$ cat config.mk
export PLATFORM = sky130hd
export DESIGN_NAME = lrutc_cell
export DESIGN_NICKNAME = d
export VERILOG_FILES = /design/src/lrutc_pkg.sv /design/src/lrutc_cell.sv
export SDC_FILE = /design/constraint.sdc
export NUM_CORES = 1
export LEC_CHECK = 0
export BUFFER_PORTS_ARGS = -buffer_cell sky130_fd_sc_hd__buf_4
export CORE_AREA = 5 5 195 197
export DETAILED_ROUTE_END_ITERATION = 12
export DIE_AREA = 0 0 200 202
export PLACE_DENSITY_LB_ADDON = 0.2
export SYNTH_ARGS = -nofsm -noshare
export SYNTH_HDL_FRONTEND = slang
export SYNTH_SLANG_ARGS = --single-unit
$ cat constraint.sdc
create_clock -name i_clk -period 43.9 [get_ports i_clk]
set_input_delay 4.39 -clock i_clk [delete_from_list [all_inputs] [get_ports i_clk]]
set_output_delay 4.39 -clock i_clk [all_outputs]
set_load 0.02 [all_outputs]
$ cat src/lrutc_pkg.sv
`timescale 1ns / 1ps
package lrutc_pkg;

    localparam int KEY_W        = 32;
    localparam int STAMP_W      = 64;
    localparam int CAP_W        = 5;
    localparam int SLOT_FIELD_W = 4;
    localparam int SLOTS_DEF    = 16;
    localparam int SLOTS_MAX    = 64;
    localparam int IDX_W        = $clog2(SLOTS_MAX);
    localparam int CNT_W        = $clog2(SLOTS_MAX + 1);

    localparam logic [CAP_W-1:0] CAPACITY_RESET = CAP_W'(16);

    typedef struct packed {
        logic [KEY_W-1:0] tile_x;
        logic [KEY_W-1:0] tile_y;
    } t_req;

    typedef struct packed {
        logic                    hit;
        logic [SLOT_FIELD_W-1:0] slot;
        logic                    evicted;
        logic [KEY_W-1:0]        evicted_x;
        logic [KEY_W-1:0]        evicted_y;
    } t_rsp;

    typedef struct packed {
        logic               vld;
        logic               found_v;
        logic [IDX_W-1:0]   found_idx;
        logic               free_v;
        logic [IDX_W-1:0]   free_idx;
        logic               vict_v;
        logic [IDX_W-1:0]   vict_idx;
        logic [STAMP_W-1:0] vict_stamp;
        logic [KEY_W-1:0]   vict_x;
        logic [KEY_W-1:0]   vict_y;
        logic [CNT_W-1:0]   in_use;
    } t_sweep;

    typedef struct packed {
        logic               en;
        logic [IDX_W-1:0]   idx;
        logic [KEY_W-1:0]   key_x;
        logic [KEY_W-1:0]   key_y;
        logic [STAMP_W-1:0] stamp;
    } t_wr;

endpackage

$ cat src/lrutc_cell.sv
`timescale 1ns / 1ps
module lrutc_cell #(
    parameter int IDX = 0
) (
    input  logic            i_clk,
    input  logic            i_rst_n,
    input  lrutc_pkg::t_req i_req,
    input  lrutc_pkg::t_wr  i_wr,
    input  lrutc_pkg::t_sweep i_sweep,
    output lrutc_pkg::t_sweep o_sweep
);

    localparam logic [lrutc_pkg::IDX_W-1:0] MY_IDX = lrutc_pkg::IDX_W'(IDX);

    logic                            r_valid;
    logic [lrutc_pkg::KEY_W-1:0]     r_key_x;
    logic [lrutc_pkg::KEY_W-1:0]     r_key_y;
    logic [lrutc_pkg::STAMP_W-1:0]   r_stamp;
    lrutc_pkg::t_sweep               r_sweep;
    lrutc_pkg::t_sweep               n_sweep;
    logic                            w_sel;

    assign w_sel = i_wr.en && (i_wr.idx == MY_IDX);

    always_comb begin
        n_sweep = i_sweep;
        if (r_valid) begin
            n_sweep.in_use = i_sweep.in_use + lrutc_pkg::CNT_W'(1);
            if (!i_sweep.found_v && r_key_x == i_req.tile_x && r_key_y == i_req.tile_y) begin
                n_sweep.found_v   = 1'b1;
                n_sweep.found_idx = MY_IDX;
            end
            if (!i_sweep.vict_v || r_stamp < i_sweep.vict_stamp) begin
                n_sweep.vict_v     = 1'b1;
                n_sweep.vict_idx   = MY_IDX;
                n_sweep.vict_stamp = r_stamp;
                n_sweep.vict_x     = r_key_x;
                n_sweep.vict_y     = r_key_y;
            end
        end else if (!i_sweep.free_v) begin
            n_sweep.free_v   = 1'b1;
            n_sweep.free_idx = MY_IDX;
        end
    end

    always_ff @(posedge i_clk) begin
        if (!i_rst_n) begin
            r_valid <= 1'b0;
            r_sweep <= '0;
        end else begin
            if (w_sel) begin
                r_valid <= 1'b1;
            end
            r_sweep <= n_sweep;
        end
    end

    always_ff @(posedge i_clk) begin
        if (w_sel) begin
            r_key_x <= i_wr.key_x;
            r_key_y <= i_wr.key_y;
            r_stamp <= i_wr.stamp;
        end
    end

    assign o_sweep = r_sweep;

endmodule

### After elaboration in Yosys (flattened, before gate mapping)

Cells that the tools add are included.

* bits in registers: 286
* bits in latches: 0
* RAM bits: 0
* ROM bits: 0
* input port bits: 358
* output and inout port bits: 157
* logic and storage cells: 32
* memories: 0

* add/sub/neg operators: 1
* $mul: 0
* divide/modulo/power cells: 0
* magnitude comparators: 1
* eq/ne operators: 2
* shifts and indexed selects: 0
* muxes and demuxes: 6
* bitwise logic cells: 0
* reduce and logical (&&, ||, !) cells: 7

Operators with widths (count)
* 142-bit 2-to-1 mux: 1
* 135-bit 2-to-1 mux: 1
* 32-bit == test: 2
* 64-bit less-than comparator: 1
* 7-bit 2-to-1 mux: 3
* 7-bit by 1-bit adder with 7-bit output, second input constant: 1
* 6-bit zero test: 1
* 6-bit 2-to-1 mux: 1
* 1-bit logical AND: 3
* 1-bit zero test: 2
* 1-bit logical OR: 1

### Logic depth before layout (Yosys ltp)

Gate-level depths: netlist (run 1).

* depth after elaboration: 5
* mapped depth: 12
* depth with buffers taken out: 9

### Worst setup path before layout (run 1)

Ideal clock, no wire load.

* kind: input to register
* start: input port i_wr[130] (netlist name)
* end: register r_key_x[0] (netlist name), enable pin
* setup time: 0.947 ns
* arrival time: 17.180 ns
* data required time: 42.953 ns
* setup slack: 25.773 ns
* stages on the path: 2
* buffers on the path: 0
* cells stage by stage: or4b_2 > nor4_1

* longest elaborated chain between the ends: 2

Ends and longest elaborated chain
* from (decl): line lrutc_cell.sv:8 `input lrutc_pkg::t_wr i_wr,`
* 6-bit zero test: line lrutc_cell.sv:23 `assign w_sel = i_wr.en && (i_wr.idx == MY_IDX);`
* 1-bit logical AND: line lrutc_cell.sv:23
* named net w_sel: line lrutc_cell.sv:21 `logic w_sel;`
* to (signal assigned): line lrutc_cell.sv:60 `r_key_x <= i_wr.key_x;`
* to (decl): line lrutc_cell.sv:16 `logic [lrutc_pkg::KEY_W-1:0] r_key_x;`

The timed path passes the listed nets, and every way through them passes these cells.
A chain may end at the register's enable or synchronous reset.

### Final worst setup path (run 1)

* start: input port i_sweep[120] (netlist name)
* end: register r_sweep, in the netlist o_sweep[9]

* longest elaborated chain between the ends: 4

Ends and longest elaborated chain
* from (decl): line lrutc_cell.sv:9 `input lrutc_pkg::t_sweep i_sweep,`
* 64-bit less-than comparator: line lrutc_cell.sv:33 `if (!i_sweep.vict_v || r_stamp < i_sweep.vict_stamp) begin`
* 1-bit logical OR: line lrutc_cell.sv:33
* 135-bit 2-to-1 mux: line lrutc_cell.sv:33
* 142-bit 2-to-1 mux: line lrutc_cell.sv:27 `if (r_valid) begin`
* to (signal assigned): line lrutc_cell.sv:54 `r_sweep <= n_sweep;`
* to (decl): line lrutc_cell.sv:19 `lrutc_pkg::t_sweep r_sweep;`

Every way passes these cells.

==> run metrics, run 1 <==
layout cell share with drive strength beyond 1 35.2%; worst path cell trace buf_4 -> inv_1 -> ha_1 -> a211oi_2 -> nor2_1 -> nor4_1 -> o22ai_1 -> o32ai_1 -> o311a_4 -> buf_4 -> mux2i_1; clock root buffer clkbuf_16; met1 usage 21.4%; WHS 0.539 ns; RSZ-0062 raised after global routing no; crit-path max cell delay 0.81 ns; GRT busiest layer met2; final WL 41.7 mm; H-Tree Depth 2; Worst path depth 11; CP dominant cell by count buf_4; FF-to-FF path depth 9; Lkg Pwr 0.00791 µW; Arr. time, crit path 7.78 ns; Max Cap Violations 0; worst slew pin tran 1.03 ns; critical path's top delay family compound AO/OA/AOI/OAI gates; Seq pwr share 44.2%; GRT Util Overall 19.7%; Worst slew margin 31.3%; starting density of the core 34.0%; Final Critical Period 7.36 ns; # hold bufs at CTS 0; Synth Area in Adders 6.53%; Post-DRT Antenna Nets 0; Data required, critical path 44.32 ns; largest net degree at the start of global routing 107; Num Clock Sinks 286; cells after synthesis 1103; via count 9745; Hold Violations, Final 0; synth warn 0; die area 0.0404 mm²; Sw Share 22.9%; Clock Power Share 44.2%; Async S/R FF share, synth 0%; DR DRC count 0; Post-Synth XOR/XNOR Area 3.43%; Pint 506 µW; simple-gate portion of the synthesized area 12.6%; initial antenna violation count 3; Horiz. Die Dim 200 µm; routed wire length per instance 19.8 µm; CTS tree built; combinational share of power 11.6%; Slew Viols, Final 0; PwrDens 37.2 mW/mm²; Net Sw Power 150 µW; EDFF count, synth 128; Seq cells post-synth 286; gp weighted congestion 0.831; die height 202 µm; Iter 0 DRT Violations 344; met3 Usage GRT 7.55%; Crit Path Max Fanout 54; Top Ports 515; first-pass GRT wire length 60.5 mm; main combinational cell family by area after synthesis simple AND/OR/NAND/NOR gates; Mapped Area 0.0123 mm²; Setup TNS Final 0 ns; Setup crit end kind flip-flop; met2 GRT Util 34.7%; post-synthesis sequential area ratio 57.1%; Setup Skew 0.0122 ns; post-layout util 48.8%; slowest cell on the critical path buf_4; CTS clk-pin slew, worst paths 0.06 ns; fin crit share 16.8%; nets 2034; Setup-failing EPs final 0; Inserted Clock Buffers 34; via/cell ratio 4.62; mux cell area share after synthesis 10.5%; Mean Syn Cell Area 11.1 µm²; grt total ovfl 0; PostCTS Resize Cnt 0; Yosys cell types 49; Primary FF master, synth dfxtp_1; Placed Area 0.0165 mm²; WHS Path Cells 2; crit path kind in2reg; Synth Area in Compound Gates 4.49%; number of buffer and inverter stages on the critical path 3; syn nets 1525; worst vdd ir 0.0000305 V; Area growth, synth to finish 43.7%; status finished clean; core area 0.0361 mm²; Highest Clock Rate 136 MHz; Pre-antenna DRT Iters 5; HPWL after detailed placement 32.7 mm; worst skew pair latency 0.51 ns; vias in the first global route 10374; PortBufs 514; clk buf depth 3; FP Rows 70; worst min path class reg2reg; type of origin of the critical path input port; post-route cell area 0.0176 mm²; postcts setup bufs 0
[stage by stage]
step / setup WS, ns / total power, µW / std cells
final: 36.54 / 656 / 2108
after CTS: 36.53 / 666 / 2105
after global routing: 36.35 / 684 / 2107
after detailed placement: 36.00 / 373 / 2044
after global placement: 36.07 / 372 / 2044
after floorplan: 25.77 / 326 / 1103
[power groups by stage]
| stage | sequential [µW] | combinational, µW | clock [µW] |
|---|---|---|---|
| after floorplan | 305 | 21.3 | 0 |
| after detailed placement | 296 | 77.2 | 0 |
| final | 290 | 76.3 | 290 |
| after CTS | 290 | 77.5 | 299 |
| after global placement | 296 | 76.1 | 0 |
| after global routing | 290 | 83.6 | 310 |
[synthesized netlist by cell type, types with 8 or more instances]
cell        n  area share (%)
mux2i_1   129              11
nand4_1    18            0.92
o21ai_0    16            0.65
xnor2_1    27             1.9
xor2_1     21             1.5
and2_1     11            0.56
dfxtp_1   158              26
a21oi_1    20            0.82
a21o_1      8            0.49
nor2_1     14            0.43
buf_4       8            0.49
clkbuf_1   31            0.95
nor4_1     10            0.51
nand2_1   273             8.4
inv_1      89             2.7
edfxtp_1  128              31
ha_1       64             6.5
[logic make-up (layout without fill, tap and decap cells)]
family,count (synthesis),after routing
fa+ha+maj,64,64
xor+xnor,48,48
simple gates,357,357
flops,286,286
other cells,0,3
compound gates,83,83
mux,129,129
buf+inv,136,670
[per-layer routing]
metal,share of wire (%),up-vias
met4,3.5,0
met1,36,4497
met3,10,79
li1,-,4787
met2,50,382
met5,0,-
[flip-flops by register name, indices dropped and copies added, names as in the netlist]
name and count:
o_sweep 157, r_stamp 64, r_key_x 32, r_key_y 32
r_valid 1
[tightest hold or removal path, stage by stage (launching register included)]
cell	delay (ns)
edfxtp_1	0.34
nand2_1	0.05
mux2i_1	0.11
[cell type report]
class / count / area [µm²]
clock inverters: 14 / 143
well taps: 468 / 586
clock buffers: 47 / 1010
flip-flops and latches: 286 / 7010
inverters: 89 / 334
diodes: 3 / 7.51
multi-input cells: 681 / 4620
repair buffers: 520 / 3910
fillers: 3367 / 18500
[final timing paths]
path,from,end,slack (ns)
setup / recovery,i_sweep[120],o_sweep[9],36.54
hold / removal,r_stamp[28],o_sweep[99],0.54
setup reg to reg,r_stamp[49],o_sweep[9],40.15
hold reg to reg,r_stamp[28],o_sweep[99],0.54
[layout by cell type (no fill, tap or decap), types with 4 or more instances in the layout]
cell type / count
buf_4: 519
nand2_1: 273
dfxtp_1: 158
mux2i_1: 129
edfxtp_1: 128
inv_1: 89
ha_1: 64
clkbuf_16: 38
xnor2_1: 27
xor2_1: 21
a21oi_1: 20
nand4_1: 18
o21ai_0: 16
nor2_1: 14
and2_1: 11
nor4_1: 9
a21o_1: 8
o22ai_1: 7
and3_1: 6
and3b_1: 6
clkbuf_1: 6
a211oi_1: 5
a221oi_1: 5
clkinv_2: 5
and4_1: 4
nand3_1: 4
o21a_1: 4
clkbuf_8: 4
clkinv_1: 4
No activity file was read; power rests on OpenSTA's default activity.
==> run 2: changes to the inputs <==
CORE_AREA = 5 5 194 196   (was 5 5 195 197)
DIE_AREA = 0 0 199 201   (was 0 0 200 202)
clock period = 5.98 ns   (was 43.9 ns; I/O delays follow)
==> run 2 against run 1 <==
Combinational power grew to 7.4 times the previous value. Routed wire length is 0.33% lower. Register-to-register slack worse by 38 ns. Non-clock buffer count is 4 higher. Cell count hardly changed. Power grew to 7.1 times the previous value. Clock-buffer cell count is 4 higher. Highest routed layer unchanged.
==> run metrics, run 2 (synthesis gave the netlist of run 1 again) <==
status finished clean (unchanged); HPWL after detailed placement 32.6 mm (was 32.7 mm); Crit Path Max Fanout 57 (was 54); routed wire length per instance 19.7 µm (was 19.8 µm); PortBufs 514 (unchanged); commonest non-fill, non-tap cell in the layout buf_4 (unchanged); worst min path class in2reg (was reg2reg); type of origin of the critical path flip-flop (was input port); FP Rows 70 (unchanged); die area 0.0400 mm² (was 0.0404 mm²); worst slew pin tran 1.03 ns (about the same); first-pass GRT wire length 60.2 mm (was 60.5 mm); postcts setup bufs 0 (unchanged); Net Sw Power 1090 µW (was 150 µW); nets 2038 (was 2034); initial antenna violation count 0 (was 3); Setup Skew 0.00872 ns (was 0.0122 ns); DR DRC count 0 (unchanged); clk buf depth 3 (unchanged); vias in the first global route 10364 (was 10374); H-Tree Depth 2 (unchanged); Clock Power Share 42.4% (was 44.2%); Num Clock Sinks 286 (unchanged); via/cell ratio 4.66 (was 4.62); Setup crit end kind flip-flop (unchanged); Setup-failing EPs final 0 (unchanged); ANT cells 0 (was 3); PwrDens 265 mW/mm² (was 37.2 mW/mm²); Post-DRT Antenna Nets 0 (unchanged); Slew Viols, Final 0 (unchanged); worst skew pair latency 0.51 ns (about the same); final WL 41.6 mm (was 41.7 mm); # hold bufs at CTS 0 (unchanged); core area 0.0359 mm² (was 0.0361 mm²); Pre-antenna DRT Iters 5 (unchanged); Pint 3580 µW (was 506 µW); Iter 0 DRT Violations 376 (was 344); Sw Share 23.3% (was 22.9%); combinational share of power 12.1% (was 11.6%); FILL cells 3357 (was 3367); most frequent cells in the layout buf_4, nand2_1, dfxtp_1 (unchanged); Highest Clock Rate 291 MHz; post-route cell area 0.0176 mm² (about the same); worst vdd ir 0.000194 V (was 0.0000305 V); die height 201 µm (was 202 µm); gp weighted congestion 0.855 (was 0.831); CTS clk-pin slew, worst paths 0.06 ns (about the same); Arr. time, crit path 3.87 ns (was 7.78 ns); Final Critical Period 3.44 ns; grt total ovfl 0 (unchanged); crit path kind reg2reg (was in2reg); CTS tree built (unchanged); Setup TNS Final 0 ns (unchanged); Top Ports 515 (unchanged); GRT Util Overall 19.8% (was 19.7%); max reg flops 157 (unchanged); Placed Area 0.0165 mm² (about the same); via count 9829 (was 9745); Data required, critical path 6.41 ns (was 44.32 ns); fin crit share 57.5%; clock root buffer clkbuf_16 (unchanged); Horiz. Die Dim 199 µm (was 200 µm); layout cell share with drive strength beyond 1 35.2% (about the same); starting density of the core 34.2% (was 34.0%); RSZ-0062 raised after global routing no (unchanged); PostCTS Resize Cnt 0 (unchanged); Hold Violations, Final 0 (unchanged); Lkg Pwr 0.00789 µW (was 0.00791 µW); Worst slew margin 31.6% (was 31.3%); Max Cap Violations 0 (unchanged); Inserted Clock Buffers 34 (unchanged); Seq pwr share 45.6% (was 44.2%); largest net degree at the start of global routing 139 (was 107); Area growth, synth to finish 43.5% (was 43.7%)
==> run 2: final cells by class <==
cell class | count | area (µm²) | share of cell area (%)
clock inverter | 11 | 58.8 | 0.334
clock buffer | 51 | 1020 | 5.79
inverter | 89 | 334 | 1.90
multi-input combinational | 681 | 4630 | 26.3
tap | 468 | 586 | 3.33
timing repair buffer | 524 | 3970 | 22.5
sequential | 286 | 7010 | 39.8
==> run 2: layer usage <==
| metal | vias to the layer above | track usage, % | wire length (µm) |
|---|---|---|---|
| met1 | 4542 | 21.0 | 14700 |
| li1 | 4793 | - | - |
| met4 | 0 | 8.06 | 1720 |
| met5 | - | 0 | 0 |
| met2 | 407 | 34.7 | 20500 |
| met3 | 87 | 8.16 | 4620 |
==> run 2: per-stage QoR <==
stage | hold WS, ns | setup slack, ns | instances | utilization (%) | total power (µW)
3_5_place_dp | 0.537 | 2.18 | 2048 | 46.0 | 2740
5_1_grt | 0.232 | 2.22 | 2110 | 49.0 | 4870
3_3_place_gp | 0.523 | 2.24 | 2048 | 46.0 | 2730
2_1_floorplan | 0.508 | 0.171 | 1103 | - | 2400
6_report | 0.260 | 2.54 | 2110 | 49.0 | 4670
4_1_cts | 0.226 | 2.45 | 2110 | 49.0 | 4740
==> run 2: worst paths after layout <==
kind | startpoint | to | cells past startpoint | slack, ns
setup reg to reg | r_stamp[45] | o_sweep[45] | 9 | 2.54
hold reg to reg | r_stamp[8] | o_sweep[79] | 2 | 0.55
hold / removal | i_wr[59] | r_stamp[59] | 1 | 0.26
setup / recovery | r_stamp[45] | o_sweep[45] | 9 | 2.54
==> run 2: critical path, stage by stage (launching register included) <==
cell,delay [ns]
edfxtp_1,0.47
ha_1,0.33
a211oi_1,0.22
nor2_1,0.11
nor4_1,0.18
o22ai_1,0.13
o32ai_1,0.31
o311a_4,0.94
buf_4,0.41
mux2i_1,0.25
==> run 2: power groups by stage <==
stage                     clock network, µW  registers (µW)  logic [µW]
after global routing                   2120            2130         616
after floorplan                           0            2240         156
after global placement                    0            2170         561
after CTS                              2040            2130         572
after detailed placement                  0            2170         569
final                                  1980            2130         563
